==> src/hw/rtl/ppc_pkg.sv <==
package ppc_pkg;

   localparam int MaxParticles = 1024;
   localparam int PosBits      = 16;
   localparam int AddrBits     = $clog2(MaxParticles);
   localparam int CountBits    = $clog2(MaxParticles + 1);
   localparam int OutCountBits = 11;
   localparam int VelBits      = 7;
   localparam int LifeBits     = 4;
   localparam int AgeBits      = 8;
   localparam int EntryBits    = 2 * PosBits + 2 * VelBits + LifeBits + AgeBits;
   localparam int Radius       = 500;
   localparam int NumDirs      = 12;

   // direction index that carries no centre offset (point query)
   localparam logic [3:0] DIR_POINT = 4'd12;

   localparam logic [1:0] KIND_SPAWN = 2'd0;
   localparam logic [1:0] KIND_TICK  = 2'd1;
   localparam logic [1:0] KIND_POINT = 2'd2;
   localparam logic [1:0] KIND_DIR   = 2'd3;

   localparam logic CSR_LEAK_X = 1'b0;
   localparam logic CSR_LEAK_Y = 1'b1;

   typedef struct packed {
      logic signed [PosBits-1:0] x;
      logic signed [PosBits-1:0] y;
      logic signed [VelBits-1:0] vx;
      logic signed [VelBits-1:0] vy;
      logic [LifeBits-1:0]       life;
      logic [AgeBits-1:0]        age;
   } entry_type;

   // controller to datapath commands
   typedef struct packed {
      logic                capture;   // latch query fields
      logic                rd_en;     // issue store read
      logic [AddrBits-1:0] rd_addr;
      logic                wr_en;
      logic [AddrBits-1:0] wr_addr;
      logic                wr_spawn;  // write a new particle, else (without wr_last) the moved entry
      logic                wr_last;   // write the last entry (swap)
      logic                hold_last; // latch read data as last entry
      logic                eval;      // evaluate read data
      logic                clr_cnt;
      logic [3:0]          dir;       // direction index 0..11, or DIR_POINT
      logic                dir_done;  // compare count with best
   } ctl_cmd_type;

   typedef struct packed {
      logic expired;
   } dp_stat_type;

   function automatic logic signed [PosBits-1:0] sat_pos(input logic signed [PosBits+1:0] v);
      logic signed [PosBits+1:0] hi;
      logic signed [PosBits+1:0] lo;
      hi = (PosBits+2)'((64'sd1 <<< (PosBits - 1)) - 1);
      lo = -hi - 1;
      if (v > hi) return hi[PosBits-1:0];
      if (v < lo) return lo[PosBits-1:0];
      return v[PosBits-1:0];
   endfunction

   // centre offsets; any other index (point query) has none
   function automatic logic signed [10:0] dir_dx(input logic [3:0] d);
      case (d)
         4'd0: return 11'sd250;   4'd1: return 11'sd433;   4'd2: return 11'sd500;
         4'd3: return 11'sd433;   4'd4: return 11'sd250;   4'd5: return 11'sd0;
         4'd6: return -11'sd250;  4'd7: return -11'sd433;  4'd8: return -11'sd500;
         4'd9: return -11'sd433;  4'd10: return -11'sd250; 4'd11: return 11'sd0;
         default: return 11'sd0;
      endcase
   endfunction

   function automatic logic signed [10:0] dir_dy(input logic [3:0] d);
      case (d)
         4'd0: return 11'sd433;   4'd1: return 11'sd250;   4'd2: return 11'sd0;
         4'd3: return -11'sd250;  4'd4: return -11'sd433;  4'd5: return -11'sd500;
         4'd6: return -11'sd433;  4'd7: return -11'sd250;  4'd8: return 11'sd0;
         4'd9: return 11'sd250;   4'd10: return 11'sd433;  4'd11: return 11'sd500;
         default: return 11'sd0;
      endcase
   endfunction

endpackage

==> src/hw/rtl/ppc_ctrl.sv <==
module ppc_ctrl
   import ppc_pkg::*;
(
   input  logic                 clock,
   input  logic                 reset,
   input  logic                 start,
   input  logic [1:0]           kind,
   input  dp_stat_type          stat,
   output ctl_cmd_type          cmd,
   output logic                 busy,
   output logic                 done,
   output logic                 dropped,
   output logic [CountBits-1:0] total
);
   typedef enum logic [3:0] {
      S_IDLE, S_T_RD, S_T_CHK, S_T_LAST, S_T_SWAP, S_Q_RD, S_Q_DRAIN, S_Q_END, S_DONE
   } state_type;

   state_type state_ff, state_in;
   logic [CountBits-1:0] k_ff, k_in, total_ff, total_in;
   logic [3:0] dir_ff, dir_in;
   logic [2:0] drain_ff, drain_in;
   logic [1:0] kind_ff, kind_in;
   logic dropped_ff, dropped_in;
   logic [CountBits-1:0] last_idx;

   assign last_idx = total_ff - 1'b1;

   always_comb begin
      state_in = state_ff;
      k_in = k_ff;
      total_in = total_ff;
      dir_in = dir_ff;
      drain_in = drain_ff;
      kind_in = kind_ff;
      dropped_in = dropped_ff;
      cmd = '0;
      cmd.dir = dir_ff;
      cmd.rd_addr = k_ff[AddrBits-1:0];
      cmd.wr_addr = k_ff[AddrBits-1:0];
      unique case (state_ff)
         S_IDLE: begin
            if (start) begin
               kind_in = kind;
               k_in = '0;
               dir_in = '0;
               dropped_in = 1'b0;
               cmd.capture = 1'b1;
               cmd.clr_cnt = 1'b1;
               unique case (kind)
                  KIND_SPAWN: begin
                     if (total_ff >= CountBits'(MaxParticles)) dropped_in = 1'b1;
                     else begin
                        cmd.wr_en = 1'b1;
                        cmd.wr_spawn = 1'b1;
                        cmd.wr_addr = total_ff[AddrBits-1:0];
                        total_in = total_ff + 1'b1;
                     end
                     state_in = S_DONE;
                  end
                  KIND_TICK: state_in = S_T_RD;
                  default: begin
                     if (kind == KIND_POINT) dir_in = DIR_POINT; // zero offset
                     state_in = S_Q_RD;
                  end
               endcase
            end
         end
         // tick: read entry k, then move or replace it
         S_T_RD: begin
            if (k_ff >= total_ff) state_in = S_DONE;
            else begin
               cmd.rd_en = 1'b1;
               state_in = S_T_CHK;
            end
         end
         S_T_CHK: begin
            if (stat.expired) begin
               total_in = total_ff - 1'b1;
               cmd.rd_en = 1'b1;
               cmd.rd_addr = last_idx[AddrBits-1:0];
               state_in = S_T_LAST;
            end else begin
               cmd.wr_en = 1'b1;
               k_in = k_ff + 1'b1;
               state_in = S_T_RD;
            end
         end
         S_T_LAST: begin
            cmd.hold_last = 1'b1;
            state_in = S_T_SWAP;
         end
         S_T_SWAP: begin
            // write swapped entry back, then recheck it at the same index
            cmd.wr_en = 1'b1;
            cmd.wr_last = 1'b1;
            state_in = S_T_RD;
         end
         // query: stream every entry through the distance test
         S_Q_RD: begin
            if (k_ff != '0) cmd.eval = 1'b1;
            if (k_ff >= total_ff) begin
               drain_in = 3'd0;
               state_in = S_Q_DRAIN;
            end else begin
               cmd.rd_en = 1'b1;
               k_in = k_ff + 1'b1;
            end
         end
         S_Q_DRAIN: begin
            drain_in = drain_ff + 1'b1;
            if (drain_ff == 3'd2) state_in = S_Q_END;
         end
         S_Q_END: begin
            cmd.dir_done = 1'b1;
            cmd.clr_cnt = 1'b1;
            k_in = '0;
            if (kind_ff == KIND_DIR && dir_ff != 4'(NumDirs - 1)) begin
               dir_in = dir_ff + 1'b1;
               state_in = S_Q_RD;
            end else state_in = S_DONE;
         end
         S_DONE: state_in = S_IDLE;
         default: state_in = S_IDLE;
      endcase
   end

   always_ff @(posedge clock) begin
      if (reset) begin
         state_ff <= S_IDLE;
         total_ff <= '0;
         dropped_ff <= 1'b0;
         dir_ff <= '0;
      end else begin
         state_ff <= state_in;
         total_ff <= total_in;
         dropped_ff <= dropped_in;
         dir_ff <= dir_in;
      end
      k_ff <= k_in;
      drain_ff <= drain_in;
      kind_ff <= kind_in;
   end

   assign busy = state_ff != S_IDLE;
   assign done = state_ff == S_DONE;
   assign dropped = dropped_ff;
   assign total = total_ff;

   a_total_range: assert property (@(posedge clock) disable iff (reset)
      total_ff <= CountBits'(MaxParticles)) else $error("count overflow");
   a_k_bound: assert property (@(posedge clock) disable iff (reset)
      state_ff == S_T_CHK |-> k_ff < total_ff) else $error("tick index past end");
   a_dir_bound: assert property (@(posedge clock) disable iff (reset)
      dir_ff <= DIR_POINT) else $error("direction out of range");
endmodule

==> config.mk <==
export PLATFORM = sky130hd
export DESIGN_NAME = ppc_ctrl
export DESIGN_NICKNAME = d
export VERILOG_FILES = /design/src/hw/rtl/ppc_pkg.sv /design/src/hw/rtl/ppc_ctrl.sv
export SDC_FILE = /design/constraint.sdc
export NUM_CORES = 1
export LEC_CHECK = 0
export BUFFER_PORTS_ARGS = -buffer_cell sky130_fd_sc_hd__buf_2
export CORE_ASPECT_RATIO = 0.7
export CORE_UTILIZATION = 60
export DETAILED_ROUTE_END_ITERATION = 7
export GPL_TIMING_DRIVEN = 0
export PLACE_DENSITY = 0.94
export SYNTH_ARGS = -nofsm -noshare
export SYNTH_HDL_FRONTEND = slang
export SYNTH_SLANG_ARGS = --single-unit
==> constraint.sdc <==
create_clock -name clock -period 6.2 [get_ports clock]
set_clock_uncertainty 0.1 [all_clocks]
set_input_delay 1.24 -clock clock [delete_from_list [all_inputs] [get_ports clock]]
set_output_delay 1.24 -clock clock [all_outputs]
set_load 0.01 [all_outputs]
==> impl_metrics.tcl <==
set metrics [dict create \
    outcome "finished clean" \
    synth_cell_types 57 \
    numCtsBuffers 5 \
    cts.sinks 36 \
    wl_met1_um 3183 \
    syn_nets 380 \
    ys_ff_latch 36 \
    cts_root_buffer "clkbuf_8" \
    cts_setup_buffers 0 \
    routed_wl_um 7234 \
    antennaDiodeCount 0 \
    track_usage_pct 29.95 \
    ant_nets 0 \
    cts_tree "done" \
    finalCriticalPeriod_ns 4.294 \
    viasPerCell 6.199 \
    htreeDepth 2 \
    ys_seq_area_share_pct 31.30 \
    critical_path.cell_chain "inv_1 > ha_1 > and2_0 > a221o_1 > a41oi_1 > o21ai_0 > o31ai_1 > buf_2" \
    gr-total-overflow 0 \
    required_ns 4.86 \
    async_reset_ff_share_pct 0 \
    grt_max_degree 12 \
    gp_congestion 0.9519 \
    synth_most_common_cell "nand2_1" \
    drv_slew 0 \
    wl_met3_um 617 \
    cp_max_fo 7 \
    post_cts_resized 0 \
    path_clk_slew_ns 0.07 \
    synthTopCellsByCount "nand2_1, nor2_1, o21ai_0" \
    drcViolationCount 0 \
    cts_hold_buf 0 \
    yosys.area.top_type "edfxtp_1" \
    clk_path_buf_depth 2 \
    grt_first_pass_wirelength_um 11760 \
    post-place-ws_ns 2.247 \
    synth_area_um2 2814 \
    insertion_delay_ns 0.29 \
    hold_depth 2 \
    finalHoldViolations 0 \
    pin_count 53 \
    drive_above_1_share_pct 17.96 \
    critical_path_buf_inv_count 2 \
    top_layer "met4" \
    slowest_stage "dfxtp_1" \
    power_density_nw_per_um2 261.8 \
    ys.flop_type "dfxtp_1" \
    synth_area_leaders "edfxtp_1, dfxtp_1, ha_1" \
    p_leak_uw 0.001339 \
    ir_drop_mv 0.1854 \
    synth_top_area_share_pct 17.07 \
    core_um2 4429 \
    wl_met2_um 3286 \
    die-height_um 59.30 \
    finalNonFillerCells 467 \
    synth-edff-count 16 \
    syn_to_final_growth_pct 14.27 \
    fp.dieArea_um2 4972 \
    maxCapViolations 0 \
    dp_hpwl_um 5488 \
    grt_pass1_vias 2561 \
    clock.fmax_mhz 232.9 \
    post-place-cells 460 \
    layout_setup_ws_ns 1.906 \
    fin_hold_ws_ns 0.3578 \
    worst_pin_slew_ns 0.8646 \
    antenna_found_initial 0 \
    end_kind "output pin" \
    first_iter_violations 284 \
    rows 20 \
    port_buffers 50 \
    synth_area_per_cell_um2 7.927 \
    cp-start-kind "register" \
    rsz0062_at_grt "false" \
    rr_worst_depth 7 \
    wire_per_inst_um 15.49 \
    worst-setup-path-type "register to output pin" \
    die_w_um 83.85 \
    hp-class "register to register" \
    cp.arrival_ns 2.95 \
    critPathTopFamily "compound AO/OA/AOI/OAI gates" \
    initial_core_util_pct 63.53 \
    min_period_over_period_pct 69.26 \
    fin_setup_tns_ns 0 \
    max_stage_delay_ns 0.47 \
    maxSlewHeadroom_pct 42.25 \
    dr_total_vias 2895 \
    dr.pass1.iters 5 \
    synthCells 355 \
    yosysWarnings 0 \
    setup_violations 0 \
    num-nets-final 437 \
    cp_num_cells 8 \
]
-- logic make-up (layout without fill, tap and decap cells) --
family / after synthesis / in the layout / share of synthesized area (%)
AOI/OAI and AO/OA: 83 / 83 / 18.63
xor gates and xnor gates: 24 / 24 / 7.470
adders and majority gates: 19 / 19 / 8.448
buffers and inverters: 46 / 103 / 7.025
DFF: 36 / 36 / 31.30
muxes: 1 / 1 / 0.3557
and+or+nand+nor: 146 / 146 / 26.77
-- tightest hold or removal path, delay by kind of cell, from the launching register on --
family / cells / cell delay [ns]
AO/OA/AOI/OAI: 1 / 0.05
flip-flops: 1 / 0.31
AND/OR/NAND/NOR: 1 / 0.05
-- power by group --
part           switching [uW]  total, uW  internal [uW]
Combinational             220        360            140
Clock                    85.2        162           76.5
Sequential               36.0        320            284
-- cells in the final DEF, fill, tap and decap left out, types with 3 or more instances in the layout --
master	n
xor2_1	6
a21oi_1	17
nand2b_1	4
nor4_1	3
nand4_1	5
or3_1	7
ha_1	19
o21ai_0	31
nand3_1	17
xnor2_1	18
edfxtp_1	16
and3_1	3
o2bb2ai_1	3
buf_2	55
o21a_1	4
a211oi_1	3
nor2b_1	4
inv_1	22
nor2_1	38
a31oi_1	4
clkbuf_1	16
nor3_1	6
clkbuf_8	5
dfxtp_1	20
nand2_1	41
-- stage by stage --
step	instance area (um^2)	util [%]	total power (uW)
2_1_floorplan	2814	-	562.5
3_3_place_gp	3133	70.73	660.4
3_5_place_dp	3138	70.85	673.9
4_1_cts	3216	72.60	833.1
5_1_grt	3216	72.60	892.9
6_report	3216	72.60	841.9
-- metal layers --
metal / GRT usage [%] / vias to the layer above
met5: 0 / -
met4: 10.10 / 0
met3: 5.571 / 23
met2: 49.53 / 166
met1: 40.28 / 1338
li1: - / 1368
-- final cells by class --
class,count,area (um^2)
buffer,24,115.1
clock inverter,1,5.005
clock buffer,6,72.57
timing repair buffer,50,250.2
fill,360,1214
tap,55,68.82
multi-input combinational,273,1740
inverter,22,82.58
sequential,36,880.8
-- flip-flops by register name (all words and copies together) (netlist names) --
name	flops
total	11
state_ff	4
dropped	1
k_ff	11
drain_ff	3
kind_ff	2
dir_ff	4
-- path summary, 6_finish.rpt --
check / start / end / slack, ns
hold reg to reg: dropped$_SDFFE_PP0P_ / dropped$_SDFFE_PP0P_ / 0.36
setup / recovery: total[6]$_SDFFE_PP0P_ / cmd[31] / 1.91
setup reg to reg: total[6]$_SDFFE_PP0P_ / k_ff[6]$_SDFFCE_PN0P_ / 2.80
hold / removal: dropped$_SDFFE_PP0P_ / dropped$_SDFFE_PP0P_ / 0.36
No activity file was read; power rests on OpenSTA's default activity.
